<file path="src/design/bpts_pkg.sv">
// Shared types and constants for the bitmap priority task scheduler.
// Used by the controller, the datapath, the top level and the checker.
`timescale 1ns / 1ps

package bpts_pkg;

  localparam int NUM_TASKS = 32;
  localparam int TASK_W    = 5;   // task number width, fixed by the result fields
  localparam int IDX_W     = 6;   // sweep index, must hold NUM_TASKS itself
  localparam int DATA_W    = 32;

  localparam logic [DATA_W-1:0] TASK_MASK = 32'hFFFF_FFFF >> (DATA_W - NUM_TASKS);
  localparam logic [IDX_W-1:0]  IDX_TASKS = IDX_W'(NUM_TASKS);
  localparam logic [IDX_W-1:0]  IDX_LAST  = IDX_W'(NUM_TASKS - 1);

  typedef enum logic [2:0] {
    CMD_TICK     = 3'd0,
    CMD_READY    = 3'd1,
    CMD_BLOCK    = 3'd2,
    CMD_DELAY    = 3'd3,
    CMD_SCHEDULE = 3'd4
  } cmd_t;

  typedef enum logic [2:0] {
    ST_IDLE,
    ST_EXEC,
    ST_SWEEP,
    ST_SEARCH,
    ST_FINISH
  } state_t;

  typedef struct packed {
    logic [2:0]        cmd;
    logic [DATA_W-1:0] ready_mask;
    logic [DATA_W-1:0] delay_ticks;
  } in_req_t;

  typedef struct packed {
    logic [TASK_W-1:0] chosen_task;
    logic              none_ready;
    logic [DATA_W-1:0] ready_now;
    logic [TASK_W-1:0] running_task;
  } out_rsp_t;

  // controller to datapath
  typedef struct packed {
    logic accept;
    logic exec;
    logic sweep;
    logic search;
    logic finish;
  } ctl_cmd_t;

  // datapath to controller
  typedef struct packed {
    logic sweep_last;
    logic search_done;
    logic out_busy;
  } dp_stat_t;

endpackage

</file>
<file path="src/design/bpts_ctrl.sv">
// Controller state machine of the task scheduler.
// Depends on bpts_pkg; drives the datapath through ctl_cmd_t.
`timescale 1ns / 1ps

module bpts_ctrl import bpts_pkg::*; (
  input  logic       clk,
  input  logic       rst_n,
  input  logic       in_valid,
  input  logic [2:0] in_cmd,
  output logic       in_stall,
  input  dp_stat_t   stat,
  output ctl_cmd_t   ctl
);

  state_t state_r, state_nxt;

  always_ff @(posedge clk) begin
    if (!rst_n) begin
      state_r <= ST_IDLE;
    end else begin
      state_r <= state_nxt;
    end
  end

  always_comb begin
    state_nxt = state_r;
    unique case (state_r)
      ST_IDLE: begin
        if (in_valid) begin
          if (in_cmd == CMD_TICK) begin
            state_nxt = ST_SWEEP;
          end else if (in_cmd == CMD_SCHEDULE) begin
            state_nxt = ST_SEARCH;
          end else begin
            state_nxt = ST_EXEC;
          end
        end
      end
      ST_EXEC:   state_nxt = ST_FINISH;
      ST_SWEEP:  if (stat.sweep_last) state_nxt = ST_FINISH;
      ST_SEARCH: if (stat.search_done) state_nxt = ST_FINISH;
      ST_FINISH: if (!stat.out_busy) state_nxt = ST_IDLE;
      default:   state_nxt = ST_IDLE;
    endcase
  end

  always_comb begin
    ctl      = '0;
    in_stall = 1'b1;
    unique case (state_r)
      ST_IDLE: begin
        in_stall   = 1'b0;
        ctl.accept = in_valid;
      end
      ST_EXEC:   ctl.exec   = 1'b1;
      ST_SWEEP:  ctl.sweep  = 1'b1;
      ST_SEARCH: ctl.search = 1'b1;
      ST_FINISH: ctl.finish = !stat.out_busy;
      default:   in_stall   = 1'b1;
    endcase
  end

endmodule

</file>
<file path="src/design/bpts_dp.sv">
// Datapath of the task scheduler: ready mask, current task, delay counter
// memory with valid bits, sweep/search index and the result register. Uses bpts_pkg.
`timescale 1ns / 1ps

module bpts_dp import bpts_pkg::*; (
  input  logic     clk,
  input  logic     rst_n,
  input  in_req_t  in_data,
  input  ctl_cmd_t ctl,
  output dp_stat_t stat,
  input  logic     out_stall,
  output logic     out_valid,
  output out_rsp_t out_data
);

  logic [DATA_W-1:0]    ready_r;
  logic [TASK_W-1:0]    cur_r;
  logic [IDX_W-1:0]     idx_r;
  logic [NUM_TASKS-1:0] vld_r;
  logic                 out_valid_r;

  logic [2:0]           cmd_r;
  logic [DATA_W-1:0]    mask_r;
  logic [DATA_W-1:0]    ticks_r;
  logic [TASK_W-1:0]    chosen_r;
  logic                 none_r;
  out_rsp_t             out_data_r;

  logic [DATA_W-1:0]    cnt_mem [NUM_TASKS];
  logic [DATA_W-1:0]    rdata_r;
  logic                 rvld_r;

  logic [TASK_W-1:0]    rd_addr;
  logic [IDX_W-1:0]     prev_idx;
  logic [TASK_W-1:0]    prev_addr;
  logic                 cur_ok;
  logic                 dec_en;
  logic                 wake;
  logic                 delay_wr;
  logic                 wr_en;
  logic [TASK_W-1:0]    wr_addr;
  logic [DATA_W-1:0]    wr_data;
  logic                 search_hit;
  logic [DATA_W-1:0]    clr_bit;

  assign rd_addr   = idx_r[TASK_W-1:0];
  assign prev_idx  = idx_r - 1'b1;
  assign prev_addr = prev_idx[TASK_W-1:0];
  assign cur_ok    = {1'b0, cur_r} < IDX_TASKS;
  assign clr_bit   = DATA_W'(1) << cur_r;

  // entry idx-1 comes back from memory while entry idx is being read
  assign dec_en   = ctl.sweep && (idx_r != '0) && rvld_r && (rdata_r != '0);
  assign wake     = dec_en && (rdata_r == DATA_W'(1));
  assign delay_wr = ctl.exec && (cmd_r == CMD_DELAY) && cur_ok;

  always_comb begin
    wr_en   = dec_en || delay_wr;
    wr_addr = prev_addr;
    wr_data = rdata_r - 1'b1;
    if (delay_wr) begin
      wr_addr = cur_r;
      wr_data = ticks_r;
    end
  end

  assign search_hit       = ready_r[idx_r[TASK_W-1:0]];
  assign stat.sweep_last  = (idx_r == IDX_TASKS);
  assign stat.search_done = search_hit || (idx_r == IDX_LAST);
  assign stat.out_busy    = out_valid_r && out_stall;

  always_ff @(posedge clk) begin
    if (wr_en) begin
      cnt_mem[wr_addr] <= wr_data;
    end
    rdata_r <= cnt_mem[rd_addr];
    rvld_r  <= vld_r[rd_addr];
  end

  always_ff @(posedge clk) begin
    if (!rst_n) begin
      ready_r     <= '0;
      cur_r       <= '0;
      idx_r       <= '0;
      vld_r       <= '0;
      out_valid_r <= 1'b0;
    end else begin
      if (ctl.accept) begin
        idx_r <= '0;
      end
      if (delay_wr) begin
        vld_r[cur_r] <= 1'b1;
      end
      if (ctl.exec) begin
        if (cmd_r == CMD_READY) begin
          ready_r <= ready_r | (mask_r & TASK_MASK);
        end else if ((cmd_r == CMD_BLOCK || cmd_r == CMD_DELAY) && cur_ok) begin
          ready_r <= ready_r & ~clr_bit;
        end
      end
      if (ctl.sweep) begin
        idx_r <= idx_r + 1'b1;
        if (wake) begin
          ready_r[prev_addr] <= 1'b1;
        end
      end
      if (ctl.search) begin
        if (search_hit) begin
          cur_r <= idx_r[TASK_W-1:0];
        end else begin
          idx_r <= idx_r + 1'b1;
        end
      end
      // drop the taken result, then load the new one
      if (ctl.finish) begin
        out_valid_r <= 1'b1;
      end else if (out_valid_r && !out_stall) begin
        out_valid_r <= 1'b0;
      end
    end
  end

  always_ff @(posedge clk) begin
    if (ctl.accept) begin
      cmd_r    <= in_data.cmd;
      mask_r   <= in_data.ready_mask;
      ticks_r  <= in_data.delay_ticks;
      chosen_r <= '0;
      none_r   <= 1'b0;
    end
    if (ctl.search) begin
      if (search_hit) begin
        chosen_r <= idx_r[TASK_W-1:0];
      end else if (idx_r == IDX_LAST) begin
        none_r <= 1'b1;
      end
    end
    if (ctl.finish) begin
      out_data_r.chosen_task  <= chosen_r;
      out_data_r.none_ready   <= none_r;
      out_data_r.ready_now    <= ready_r & TASK_MASK;
      out_data_r.running_task <= cur_r;
    end
  end

  assign out_valid = out_valid_r;
  assign out_data  = out_data_r;

endmodule

</file>
<file path="src/design/bitmap_priority_task_scheduler.sv">
// Top level of the bitmap priority task scheduler.
// Instantiates bpts_ctrl and bpts_dp; types come from bpts_pkg.
`timescale 1ns / 1ps

// Takes one request at a time and returns one result per request. Ready,
// block, delay and unused command codes pass through the exec and finish
// states. A tick sweeps the delay counters, which live in a memory with one
// read and one write port, one entry per cycle, read and written back in an
// overlapped two-step pipeline. A schedule scans the ready mask one bit per
// cycle from task 0 up to the first set bit. The next request is accepted
// once the result is loaded into the output register, even if it has not
// been taken.
module bitmap_priority_task_scheduler import bpts_pkg::*; (
  input  logic     clk,
  input  logic     rst_n,
  input  logic     in_valid,
  output logic     in_stall,
  input  in_req_t  in_data,
  output logic     out_valid,
  input  logic     out_stall,
  output out_rsp_t out_data
);

  ctl_cmd_t ctl;
  dp_stat_t stat;

  bpts_ctrl u_ctrl (
    .clk      (clk),
    .rst_n    (rst_n),
    .in_valid (in_valid),
    .in_cmd   (in_data.cmd),
    .in_stall (in_stall),
    .stat     (stat),
    .ctl      (ctl)
  );

  bpts_dp u_dp (
    .clk       (clk),
    .rst_n     (rst_n),
    .in_data   (in_data),
    .ctl       (ctl),
    .stat      (stat),
    .out_stall (out_stall),
    .out_valid (out_valid),
    .out_data  (out_data)
  );

endmodule

</file>
<file path="config.mk">
export PLATFORM = sky130hd
export DESIGN_NAME = bitmap_priority_task_scheduler
export DESIGN_NICKNAME = d
export VERILOG_FILES = /design/src/design/bpts_pkg.sv /design/src/design/bpts_ctrl.sv /design/src/design/bpts_dp.sv /design/src/design/bitmap_priority_task_scheduler.sv
export SDC_FILE = /design/constraint.sdc
export NUM_CORES = 1
export LEC_CHECK = 0
export BUFFER_PORTS_ARGS = -buffer_cell sky130_fd_sc_hd__buf_4
export CORE_MARGIN = 2
export CORE_UTILIZATION = 30
export DETAILED_ROUTE_END_ITERATION = 10
export PLACE_DENSITY_LB_ADDON = 0.12
export SYNTH_ARGS = -nofsm -noshare
export SYNTH_HDL_FRONTEND = slang
export SYNTH_HIERARCHICAL = 1
export SYNTH_SLANG_ARGS = --single-unit
export TNS_END_PERCENT = 50
</file>
<file path="constraint.sdc">
create_clock -name clk -period 10.55 [get_ports clk]
set_clock_uncertainty 0.1 [all_clocks]
set_input_delay 1.055 -clock clk [delete_from_list [all_inputs] [get_ports clk]]
set_output_delay 1.055 -clock clk [all_outputs]
set_load 0.05 [all_outputs]
</file>
# Yosys cells after proc, flatten, opt, wreduce, memory -nomap -nowiden
# Memory sizes are Yosys's and may differ from the RTL's. A register that Yosys moved wholly into a read port is not among the register bits.
# Cells that the tools add are included.
dict set report totals {
  wordCells 111
  mem_count 1
  output_inout_bits 45
  regBits 196
  input_bits 71
  mem_bits_rw 1024
}
# name words width rd rd_clocked_by_memory_dff write_ports line_no
set memory_table {}
lappend memory_table {u_dp.cnt_mem 32 32 1 1 1 bpts_dp.sv:29} ;# logic [DATA_W-1:0] cnt_mem [NUM_TASKS];
dict set report classes {
  bitwise 5
  muxes 44
  magnitude_cmp 5
  eq_ne 15
  add_sub_neg 3
  shift 1
  reduce_logical 21
}
# op count
set op_table {}
lappend op_table {{$mux W32} 7}
lappend op_table {{$or A32 B32 Y32} 3}
lappend op_table {{$and A32 B32 Y32} 1}
lappend op_table {{$eq A32 B1 Y1 const B} 1}
lappend op_table {{$not A32 Y32} 1}
lappend op_table {{$reduce_bool A32 Y1} 1}
lappend op_table {{$shl A1 B5 Y32 const A} 1}
lappend op_table {{$sub A32 B1 Y32 const B} 1}
lappend op_table {{$mux W6} 4}
lappend op_table {{$mux W5} 4}
lappend op_table {{$lt A5 B6 Y1 const B} 3}
lappend op_table {{$mux W1} 18}
lappend op_table {{$mux W3} 5}
lappend op_table {{$pmux W3 S5} 1}
lappend op_table {{$eq A3 B2 Y1 const B} 4}
lappend op_table {{$bmux W1 S5} 2}
lappend op_table {{$demux W1 S5} 2}
lappend op_table {{$ge A5 B1 Y1 const B} 2}
lappend op_table {{$logic_and A1 B1 Y1} 9}
lappend op_table {{$ne A2 B2 Y1 const B} 4}
lappend op_table {{$add A6 B1 Y6 const B} 1}
lappend op_table {{$eq A3 B1 Y1 const B} 2}
lappend op_table {{$eq A3 B3 Y1 const B} 2}
lappend op_table {{$eq A6 B5 Y1 const B} 1}
lappend op_table {{10 further kinds} 14}

# Depth between registers and ports, before layout
# Gate-level depths: netlist of the first run.
dict set report logic_depth {
  depth_word 10
  depth_mapped 11
  depth_no_buf 9
}

# By module
# Netlist of the first run, hierarchy kept.
# mod area_per_inst_um2 instances seq_area_each_um2 cells_each
set by_module_without_submodules {}
lappend by_module_without_submodules {bpts_dp 47827.1 1 36354.9 2376}
lappend by_module_without_submodules {bpts_ctrl 234.0 1 60.1 27}

# Worst setup path after synthesis of the first run
# Ideal clock, no wire load.
dict set report synth_timing {
  path_type {input port to flip-flop}
  from {input port in_valid}
  to {register u_dp.idx_r[4]}
  slack_ns 0.791
  n_path_buf 0
  arrival_ns 9.539
  required_ns 10.330
  setup_time_ns 0.120
  cell_stages 5
  cell_sequence {nor4b_1 nor2_1 o21ai_0 a21oi_1 o31a_1}
}
dict set report synth_between {
  elab_chain_cells 5
}
# item line_no
set synth_lines {}
lappend synth_lines {{start, declared} bitmap_priority_task_scheduler.sv:16} ;# input logic in_valid,
lappend synth_lines {{$mux W1 *} bpts_ctrl.sv:50} ;# unique case (state_r)
lappend synth_lines {{$mux W6 *} bpts_dp.sv:88} ;# if (ctl.accept) begin
lappend synth_lines {{$mux W6 *} bpts_dp.sv:101} ;# if (ctl.sweep) begin
lappend synth_lines {{$mux W6} bpts_dp.sv:108} ;# if (search_hit) begin
lappend synth_lines {{$mux W6 *} bpts_dp.sv:107} ;# if (ctl.search) begin
lappend synth_lines {{end signal, assigned} bpts_dp.sv:102} ;# idx_r <= idx_r + 1'b1;
lappend synth_lines {{end signal, assigned} bpts_dp.sv:111} ;# idx_r <= idx_r + 1'b1;
lappend synth_lines {{end, declared} bpts_dp.sv:18} ;# logic [IDX_W-1:0] idx_r;
# Every way passes the cells marked *; elsewhere a longest branch is shown, timed or not.
# A chain may end at the register's enable or synchronous reset.

# Final worst setup path of the first run
dict set report layout_timing {
  from {register u_dp.idx_r[0]}
  to {memory u_dp.cnt_mem[19][2] (enable)}
}
dict set report layout_between {
  elab_chain_cells 7
  elab_cells_between_ends 9
  classes_between {add/sub: 1; mux: 3; reduce/logical: 5}
}
# item line_no
set layout_lines {}
lappend layout_lines {{$reduce_bool A6 Y1} bpts_dp.sv:53} ;# assign dec_en = ctl.sweep && (idx_r != '0) && rvld_r && (rdata_r != '0);
lappend layout_lines {{$logic_and A1 B1 Y1 (3 in a row)} bpts_dp.sv:53}
lappend layout_lines {{$logic_or A1 B1 Y1} bpts_dp.sv:58} ;# wr_en = dec_en || delay_wr;
lappend layout_lines {{$mux W1} bpts_dp.sv:73} ;# if (wr_en) begin
lappend layout_lines {{$mux W1 (implied by the code)} bpts_dp.sv:74} ;# cnt_mem[wr_addr] <= wr_data;
lappend layout_lines {{end, declared} bpts_dp.sv:29}
# Parallel ways exist; a longest one is shown, timed or not.

==> flow_metrics.env, run 1 <==
export IMPL_run_status="finished clean"
export IMPL_start_util_pct=30.28
export IMPL_crit_fanout=32
export IMPL_cap_viol_max_count=0
export IMPL_dieArea_um2=163400
export IMPL_async_flop_share_pct=0
export IMPL_hold_path_startpoint="u_dp/chosen_r[3]"
export IMPL_antenna_left=0
export IMPL_synth_cell_types=58
export IMPL_vias=24360
export IMPL_reg2reg_depth=7
export IMPL_synth_common_cells="edfxtp_1 (1134), mux4_2 (330), nand2_1 (167)"
export IMPL_synth_area_leaders="edfxtp_1 (71%), mux4_2 (15%), dfxtp_1 (4.9%)"
export IMPL_ir_worst_vdd_uv=182.9
export IMPL_relSlewSlack_pct=14.18
export IMPL_slew_violations=0
export IMPL_grt_usage_pct=16.53
export IMPL_gp_congestion=0.7762
export IMPL_path_clk_slew_ps=60
export IMPL_hold_end="u_dp/out_data[41]"
export IMPL_fin_nets=2699
export IMPL_overflow=0
export IMPL_setup_violations=0
export IMPL_synth_seq_cells=1252
export IMPL_nFillCells=14690
export IMPL_final_cell_count_no_fill=4799
export IMPL_synth_edf_count=1134
export IMPL_postCtsSetupBuffers=0
export IMPL_cp_end_kind="flop"
export IMPL_setup_ws_ps=5673
export IMPL_vias_per_cell=5.075
export IMPL_min_path_cells=0
export IMPL_post_synth_instance_area_um2=48060
export IMPL_cts_max_level=4
export IMPL_coreArea_um2=158700
export IMPL_wl_per_cell_um=28.02
export IMPL_yosys_cell_count_top_type="edfxtp_1"
export IMPL_period_minus_slack_ps=4877
export IMPL_cp_required_ps=10810
export IMPL_drtIter0Drc=2118
export IMPL_place_area_um2=52050
export IMPL_worstSetupPathType="flop to flop"
export IMPL_top_level_ports=116
export IMPL_p_per_area_nw_per_um2=186.4
export IMPL_crit_path_start_kind="flop"
export IMPL_cts_resized=0
export IMPL_r2r_start="u_dp/idx_r[0]"
export IMPL_fin_crit_sh_pct=46.22
export IMPL_clock_sinks=1252
export IMPL_insertion_delay_ps=760
export IMPL_yosys_area_top_type="edfxtp_1"
export IMPL_grt_start_max_net_pins=160
export IMPL_area_delta_synth_final_pct=17.37
export IMPL_cts_buffers=138
export IMPL_numPlacedInstances=4552
export IMPL_rows=146
export IMPL_syn_avg_cell_area_um2=20.00
export IMPL_hold_ws_ps=358.2
export IMPL_grt_pass1_vias=25510
export IMPL_drtPass1Iterations=7
export IMPL_place_ws_ps=5717
export IMPL_hold_path_class="flop to flop"
export IMPL_cts_root_buf="clkbuf_16"
export IMPL_finalInstanceArea_um2=56410
export IMPL_synth_flop_cell="edfxtp_1"
export IMPL_grt_pass1_wl_mm=191.8
export IMPL_drc_errors=0
export IMPL_p_leak_nw=17.12
export IMPL_cts_hold_buf=0
export IMPL_yosys_warnings=6
export IMPL_r2r_slack_ps=5670
export IMPL_finish_utilization_pct=35.54
export IMPL_total_power_mw=10.52
export IMPL_numPortBuffers=115
export IMPL_clock_path_buffers=3
export IMPL_yosysSeqAreaShare_pct=75.77
export IMPL_r2r_end="u_dp/cnt_mem[19][2]"
export IMPL_cts_tree="done"
export IMPL_tightest_slew_ps=1281
export IMPL_synthCells=2403
export IMPL_crit_arrival_ps=5140
export IMPL_drive_gt1_share_pct=28.61
export IMPL_wl_mm=134.5
export IMPL_netlist_area_leader_share_pct=70.85
export IMPL_dpl_hpwl_mm=78.04
export IMPL_rsz0062_at_grt="false"
export IMPL_timing_final_hold_violations=0
export IMPL_synth_nets=2482
export IMPL_timing_fmax_mhz=205.1
export IMPL_antenna_found_initial=4
export IMPL_chipHeight_um=404.3
export IMPL_die_w_um=404.3
export IMPL_fin_setup_tns_ps=0
-- report_power, final --
| part | internal (mW) | switching (mW) |
|---|---|---|
| Clock | 2.75 | 1.93 |
| Combinational | 0.133 | 0.225 |
| Sequential | 5.44 | 0.0368 |
| Total | 8.33 | 2.19 |
-- final cells by class --
type / count / area [um^2] / share of cell area (%)
Tap cell: 2072 / 2592 / 4.596
Timing Repair Buffer: 199 / 1519 / 2.693
Inverter: 13 / 48.80 / 0.08650
Clock inverter: 58 / 575.6 / 1.020
Multi-Input combinational cell: 1016 / 11460 / 20.31
Antenna cell: 4 / 10.01 / 0.01774
Sequential cell: 1252 / 36430 / 64.58
Clock buffer: 185 / 3775 / 6.692
-- sequential cells by signal, summed over array words and instances, names as in the netlist --
| signal | cells |
|---|---|
| u_dp/cnt_mem | 1024 |
| u_dp/out_data | 43 |
| u_dp/mask_r | 32 |
| u_dp/rdata_r | 32 |
| u_dp/ready_r | 32 |
| u_dp/ticks_r | 32 |
| u_dp/vld_r | 32 |
| u_dp/idx_r | 6 |
| u_dp/chosen_r | 5 |
| u_dp/cur_r | 5 |
| u_ctrl/state_r | 3 |
| u_dp/cmd_r | 3 |
| u_dp/none_r | 1 |
| u_dp/out_valid | 1 |
| u_dp/rvld_r | 1 |
-- worst max-delay path by stage --
stage / from / end / slack (ps)
2_1_floorplan: in_valid / u_dp/idx_r[4] / 790
3_3_place_gp: u_dp/idx_r[1] / u_dp/rdata_r[0] / 5750
3_5_place_dp: u_dp/idx_r[1] / u_dp/rdata_r[0] / 5720
4_1_cts: u_dp/idx_r[1] / u_dp/rdata_r[0] / 5710
5_1_grt: u_dp/idx_r[0] / u_dp/cnt_mem[19][2] / 5490
6_report: u_dp/idx_r[0] / u_dp/cnt_mem[19][2] / 5670
-- kinds of logic after synthesis --
family	Yosys count	share of synthesized area [%]
multiplexers	353	15.95
buffers and inverters	135	1.091
flip-flops	1252	75.77
XOR/XNOR	34	0.6196
AO/OA/AOI/OAI	182	2.208
AND/OR/NAND/NOR	439	4.160
adder cells (fa/ha/maj)	8	0.2083
-- critical path, cell delays in order, from the launching register on --
cell and delay (ps):
dfxtp_4 760, inv_1 380, ha_1 390, xnor2_1 770, a31oi_1 590, or3_1 700
nor2_4 140, buf_4 580
-- layer usage --
metal | up-vias | global-route usage (%) | part of all wire (%)
met1 | 13280 | 23.56 | 46
met4 | 2 | 4.000 | 1.7
met5 | - | 0 | 0.0059
met2 | 686 | 26.04 | 47
met3 | 163 | 3.233 | 5.5
li1 | 10230 | - | -
-- layout by cell type (no fill, tap or decap), types with 12 or more instances in the layout --
master and n:
edfxtp_1 1134, o21ai_0 36, nor2_4 32, nor3_1 13
nand2_1 167, inv_1 12, a21oi_1 44, mux4_2 330
clkinv_1 22, or3_1 12, o21ai_1 22, clkbuf_16 142
nor2_1 126, buf_4 197, o22ai_1 33, clkbuf_1 37
dfxtp_1 113, mux2i_1 22, clkinv_2 14, xnor2_1 26
nor2b_1 12, nand3_1 17
(Power assumes the default switching activity.)
==> inputs of run 2 (changes only) <==
Settings changed: ABC_AREA set to 1.
Clock period 10.55 ns to 4.6 ns, I/O delays scaled along.
==> run 2 against run 1 <==
Compared with the run above: sequential power increased to 2.8 times the previous value; synthesized area increased by 3.3%; fmax increased by 11%; non-clock buffer count increased by 107; synthesized cell count increased by 70%; setup slack got worse by 5400 ps; worst hold slack got worse by 190 ps; critical path depth increased by 3; clock power increased by 130%; wire length increased by 19%; highest routed layer unchanged.
==> flow_metrics.env, run 2 <==
export IMPL_run_status="finished clean"
export IMPL_vias=32910
export IMPL_crit_fanout=30
export IMPL_synth_nets=4159
export IMPL_synth_simple_area_share_pct=10.71
export IMPL_crit_path_start_kind="flop"
export IMPL_grt_start_max_net_pins=158
export IMPL_start_util_pct=30.17
export IMPL_cp_required_ps=4940
export IMPL_synthCells=4080
export IMPL_fin_crit_sh_pct=95.12
export IMPL_p_leak_nw=19.59
export IMPL_drc_errors=0
export IMPL_final_cell_mix="edfxtp_1 (1134), nor2_1 (674), o21ai_0 (577)"
export IMPL_fin_nets=4356
export IMPL_synth_common_cells="edfxtp_1 (1134), nor2_1 (710), o21ai_0 (591)"
export IMPL_synth_cell_types=42
export IMPL_nFillCells=16080
export IMPL_crit_start="u_ctrl/state_r[0]"
export IMPL_die_w_um=410.9
export IMPL_cts_max_level=4
export IMPL_synth_flop_cell="edfxtp_1"
export IMPL_drive_gt1_share_pct=11.98
export IMPL_clock_path_buffers=3
export IMPL_crit_path_cell_trace="inv_1, nor3_1, nand3_2, nor2_4, inv_2, buf_4, o21ai_0, nand3_2, nor2_4, buf_12"
export IMPL_yosys_area_top_type="edfxtp_1"
export IMPL_insertion_delay_ps=790
export IMPL_yosys_cell_count_top_type="edfxtp_1"
export IMPL_clock_sinks=1252
export IMPL_vias_per_cell=5.000
export IMPL_netlist_area_leader_share_pct=68.57
export IMPL_hold_path_class="input port to flop"
export IMPL_tightest_slew_ps=1238
export IMPL_period_minus_slack_ps=4375
export IMPL_numPlacedInstances=6253
export IMPL_numPortBuffers=115
export IMPL_yosysSeqAreaShare_pct=73.33
export IMPL_yosys_mux_area_fraction_pct=0
export IMPL_path_clk_slew_ps=60
export IMPL_worstSetupPathType="flop to flop"
export IMPL_slew_violations=0
export IMPL_chipHeight_um=410.9
export IMPL_cpMaxStageDelayCell="o21ai_0"
export IMPL_path_buf_inv=4
export IMPL_finalInstanceArea_um2=58900
export IMPL_overflow=0
export IMPL_timing_final_hold_violations=0
export IMPL_place_area_um2=53840
export IMPL_drtPass1Iterations=6
export IMPL_gp_congestion=0.7974
export IMPL_cts_buffers=142
export IMPL_cp_end_kind="flop"
export IMPL_top_register="u_dp/cnt_mem"
export IMPL_hold_ws_ps=171.1
export IMPL_dieArea_um2=168800
export IMPL_cts_tree="done"
export IMPL_final_cell_count_no_fill=6581
export IMPL_setup_violations=0
export IMPL_cap_viol_max_count=0
export IMPL_final_common_cell="edfxtp_1"
export IMPL_grt_pass1_vias=32130
export IMPL_rows=149
export IMPL_wl_mm=160.1
export IMPL_r2r_start="u_ctrl/state_r[0]"
export IMPL_synth_area_leaders="edfxtp_1 (69%), o21ai_0 (6.0%), nor2_1 (5.4%)"
export IMPL_postCtsSetupBuffers=0
export IMPL_coreArea_um2=164600
export IMPL_timing_fmax_mhz=228.5
export IMPL_syn_avg_cell_area_um2=12.17
export IMPL_rsz0062_at_grt="false"
export IMPL_p_per_area_nw_per_um2=592.6
export IMPL_antenna_left=0
export IMPL_r2r_slack_ps=220
export IMPL_grt_usage_pct=18.72
export IMPL_cp_top_family="simple AND/OR/NAND/NOR gates"
export IMPL_wl_per_cell_um=24.33
export IMPL_drtIter0Drc=2862
export IMPL_synth_adder_area_share_pct=0.2016
export IMPL_async_flop_share_pct=0
export IMPL_largest_reg_flops=1024
export IMPL_grt_pass1_wl_mm=230.8
export IMPL_cts_root_buf="clkbuf_16"
export IMPL_yosys_warnings=6
export IMPL_dpl_hpwl_mm=95.52
export IMPL_crit_arrival_ps=4720
export IMPL_relSlewSlack_pct=16.63
export IMPL_area_delta_synth_final_pct=18.62
export IMPL_synth_xor_area_share_pct=0.4762
export IMPL_antenna_found_initial=6
export IMPL_top_level_ports=116
export IMPL_synth_seq_cells=1252
export IMPL_synth_top_family_by_area="compound AO/OA/AOI/OAI gates"
export IMPL_max_stage_delay_ps=830
export IMPL_synth_compound_area_share_pct=11.78
export IMPL_post_synth_instance_area_um2=49660
export IMPL_hold_path_startpoint="in_valid"
export IMPL_fin_setup_tns_ps=0
export IMPL_ir_worst_vdd_uv=405.9
export IMPL_synth_edf_count=1134
-- run 2: cell count changes in the layout (fill, tap and decap cells not counted), moves of 74 or more --
cell	previous run	this run
nor2_1	126	674
nand3_1	17	109
o22ai_1	33	237
mux4_2	330	0
a21oi_1	44	118
inv_1	12	143
nand2_1	167	428
o21ai_0	36	577
-- run 2: per-stage QoR --
step / power (mW) / utilization, % / worst slack (ps)
6_report: 34.91 / 35.78 / 224.5
5_1_grt: 36.46 / 35.78 / 2.890
4_1_cts: 35.32 / 35.78 / 274.1
3_5_place_dp: 24.43 / 32.71 / 283.1
3_3_place_gp: 24.47 / 32.71 / 262.5
2_1_floorplan: 20.25 / - / -231.7
-- run 2: logic make-up after synthesis --
kind of cell | after synthesis
xor+xnor | 27
fa+ha+maj | 8
simple gates | 1323
compound gates | 1064
flops | 1252
buf+inv | 406
-- run 2: final cells by class --
type                       instances  area (um^2)  area share, %
clock inverter                    54        442.9         0.7520
antenna                            2        5.005       0.008497
clock buffer                     203         3924          6.662
tap                             2189         2739          4.650
multi-input combinational       2422        11980          20.34
inverter                         153        589.3          1.001
timing repair buffer             306         2795          4.746
sequential                      1252        36420          61.84
-- run 2: power breakdown --
group / internal, mW / switching, mW / total [mW] / leakage (nW)
clock: 6.13 / 4.63 / 10.8 / 2.13
combinational: 2.00 / 7.02 / 9.02 / 6.26
sequential: 14.7 / 0.424 / 15.1 / 11.2
total: 22.8 / 12.1 / 34.9 / 19.6
-- run 2: tightest hold or removal path, stage by stage --
cell and delay (ps):
buf_4 90, inv_1 70, nand3_2 80, nand2_2 80
nor2_4 140, a21oi_2 60
-- run 2: repair_timing --
action,4_1_cts,5_1_grt
hold endpoints to repair,77,0
resized for setup,0,0
hold buffers,69,0
-- run 2: worst paths after layout --
path | end | depth (start not counted)
worst max-delay path | u_dp/cnt_mem[6][29] | 10
worst min-delay path | u_ctrl/state_r[1] | 6
worst max register to register | u_dp/cnt_mem[6][29] | 10
worst min register to register | u_dp/out_data[31] | 0
-- run 2: per-layer routing --
layer / vias up / GRT usage (%) / wire, um
met1: 16590 / 27.58 / 77190
met3: 218 / 3.227 / 8848
met2: 912 / 28.33 / 70380
li1: 15180 / - / -
met4: 4 / 5.001 / 3695
met5: - / 0 / 27
==> inputs of run 3 (changes only) <==
Settings changed: RECOVER_POWER set to 100.
==> run 3 against run 2 <==
Compared with the run above: the run now ends with max-capacitance violations, max-slew violations left; clock power barely moved; non-clock buffer count unchanged; fmax rose by 0.28%; power shrank 0.65%; register-to-register slack hardly changed; setup slack improved by 12 ps; count of clock-buffer cells in the layout unchanged; critical endpoint unchanged.
==> flow_metrics.env, run 3 (synthesis gave the netlist of run 2 again) <==
export IMPL_worstSetupPathType="flop to flop"
export IMPL_fin_crit_sh_pct=94.86
export IMPL_wl_mm=160.4
export IMPL_multiInputGateArea_um2=11720
export IMPL_regArea_um2=36420
export IMPL_overflow=0
export IMPL_slew_violations=742
export IMPL_rsz0062_at_grt="false"
export IMPL_tightest_slew_ps=2712
export IMPL_rows=149
export IMPL_cts_tree="done"
export IMPL_drtIter0Drc=2887
export IMPL_cp_end_kind="flop"
export IMPL_clock_sinks=1252
export IMPL_p_seq_share_pct=43.9
export IMPL_period_minus_slack_ps=4363
export IMPL_p_sw_mw=12.01
export IMPL_die_w_um=410.9
export IMPL_timing_final_hold_violations=0
export IMPL_crit_path_cell_trace="inv_1, nor3_1, nand3_2, nor2_4, inv_1, buf_4, o21ai_0, nand3_2, nor2_2, buf_12"
export IMPL_final_common_cell="edfxtp_1"
export IMPL_clock_path_buffers=3
export IMPL_numPlacedInstances=6253
export IMPL_gp_congestion=0.7974
export IMPL_vias_per_cell=5.008
export IMPL_reg2reg_depth=10
export IMPL_cts_max_level=4
export IMPL_dieArea_um2=168800
export IMPL_cap_viol_max_count=20
export IMPL_area_delta_synth_final_pct=17.03
export IMPL_top_register="u_dp/cnt_mem"
export IMPL_nFillCells=16210
export IMPL_cts_root_buf="clkbuf_16"
export IMPL_hold_path_startpoint="in_valid"
export IMPL_switching_share_pct=34.62
export IMPL_relSlewSlack_pct=-82.01
export IMPL_vias=32960
export IMPL_crit_start="u_ctrl/state_r[0]"
export IMPL_setup_ws_ps=236.7
export IMPL_top_level_ports=116
export IMPL_max_stage_delay_ps=810
export IMPL_antenna_left=0
export IMPL_crit_path_end="u_dp/cnt_mem[6][29]"
export IMPL_p_leak_nw=19.18
export IMPL_cpMaxStageDelayCell="o21ai_0"
export IMPL_fin_nets=4356
export IMPL_pwr_share_clk_pct=31.0
export IMPL_final_cell_count_no_fill=6581
export IMPL_path_clk_slew_ps=60
export IMPL_antenna_found_initial=6
export IMPL_intPower_mw=22.67
export IMPL_grt_pass1_wl_mm=230.8
export IMPL_dpl_hpwl_mm=95.52
export IMPL_r2r_start="u_ctrl/state_r[0]"
export IMPL_crit_fanout=30
export IMPL_r2r_slack_ps=240
export IMPL_total_power_mw=34.68
export IMPL_ir_worst_vdd_uv=400.2
export IMPL_cts_buffers=142
export IMPL_numPortBuffers=115
export IMPL_coreArea_um2=164600
export IMPL_setup_violations=0
export IMPL_crit_arrival_ps=4710
export IMPL_hold_path_class="input port to flop"
export IMPL_crit_path_start_kind="flop"
export IMPL_p_comb_share_pct=25.1
export IMPL_timing_fmax_mhz=229.2
export IMPL_drc_errors=0
export IMPL_run_status="complete, but fails checks"
export IMPL_grt_pass1_vias=32130
export IMPL_largest_reg_flops=1024
export IMPL_wl_per_cell_um=24.38
export IMPL_r2r_end="u_dp/cnt_mem[6][29]"
export IMPL_chipHeight_um=410.9
export IMPL_grt_start_max_net_pins=158
export IMPL_cp_required_ps=4940
export IMPL_p_per_area_nw_per_um2=596.7
export IMPL_grt_usage_pct=18.72
export IMPL_place_ws_ps=283.1
export IMPL_cts_resized=0
export IMPL_final_cell_mix="edfxtp_1 (1134), nor2_1 (689), o21ai_0 (595)"
export IMPL_start_util_pct=30.17
export IMPL_insertion_delay_ps=790
export IMPL_drtPass1Iterations=5
export IMPL_drive_gt1_share_pct=9.385
export IMPL_violations="max-capacitance violations, max-slew violations"
-- run 3: cell types whose count changed in the layout (fill, tap and decap cells not counted), sizes merged --
cell,delta
clkbuf,+177
buf,-177
-- run 3: power groups by stage --
stage               Sequential (mW)  Combinational (mW)  Clock (mW)
floorplan                      15.5                4.77           0
global placement               15.4                9.11           0
detailed placement             15.3                9.08           0
CTS                            15.1                9.15        11.1
global route                   15.3                9.50        11.5
finish                         15.2                8.69        10.8
-- run 3: worst max-delay path: cells and delay by family (launching register included) --
family | cells | cell delay, ps
buffers and inverters | 4 | 790
AO/OA/AOI/OAI | 1 | 810
AND/OR/NAND/NOR | 5 | 1810
flip-flops | 1 | 430
-- run 3: final cells by class --
cell class,count,area share [%]
multi-input cells,2422,20.16
clock buffers,203,6.752
diodes,2,0.008612
repair buffers,306,3.918
well taps,2189,4.713
flip-flops and latches,1252,62.67
clock inverters,54,0.7621
inverters,153,1.014
-- run 3: worst min-delay path by stage --
| stage | cells after the start | to |
|---|---|---|
| 2_1_floorplan | 0 | u_dp/out_data[0] |
| 3_5_place_dp | 0 | u_dp/out_data[31] |
| 5_1_grt | 7 | u_ctrl/state_r[1] |
| 3_3_place_gp | 0 | u_dp/out_data[8] |
| 6_report | 7 | u_ctrl/state_r[1] |
| 4_1_cts | 6 | u_ctrl/state_r[1] |
-- run 3: per-layer routing --
metal / part of all wire, % / global-route usage, % / vias to the layer above
li1: - / - / 15180
met1: 48 / 27.58 / 16700
met2: 44 / 28.33 / 875
met3: 5.4 / 3.227 / 206
met4: 2.1 / 5.001 / 4
met5: 0.017 / 0 / -
-- run 3: what timing repair did --
action | CTS | global route
hold endpoints to repair | 77 | 0
hold buffers | 69 | 0
buffers inserted | 0 | 0
-- run 3: stage by stage --
step / area, um^2 / hold WS (ps) / TNS, ps / utilization (%)
2_1_floorplan: 49660 / 306.4 / -1614 / -
3_3_place_gp: 53840 / 312.6 / 0 / 32.71
3_5_place_dp: 53840 / 316.9 / 0 / 32.71
4_1_cts: 58900 / 118.7 / 0 / 35.78
5_1_grt: 58110 / 127.9 / 0 / 35.30
6_report: 58120 / 129.2 / 0 / 35.30
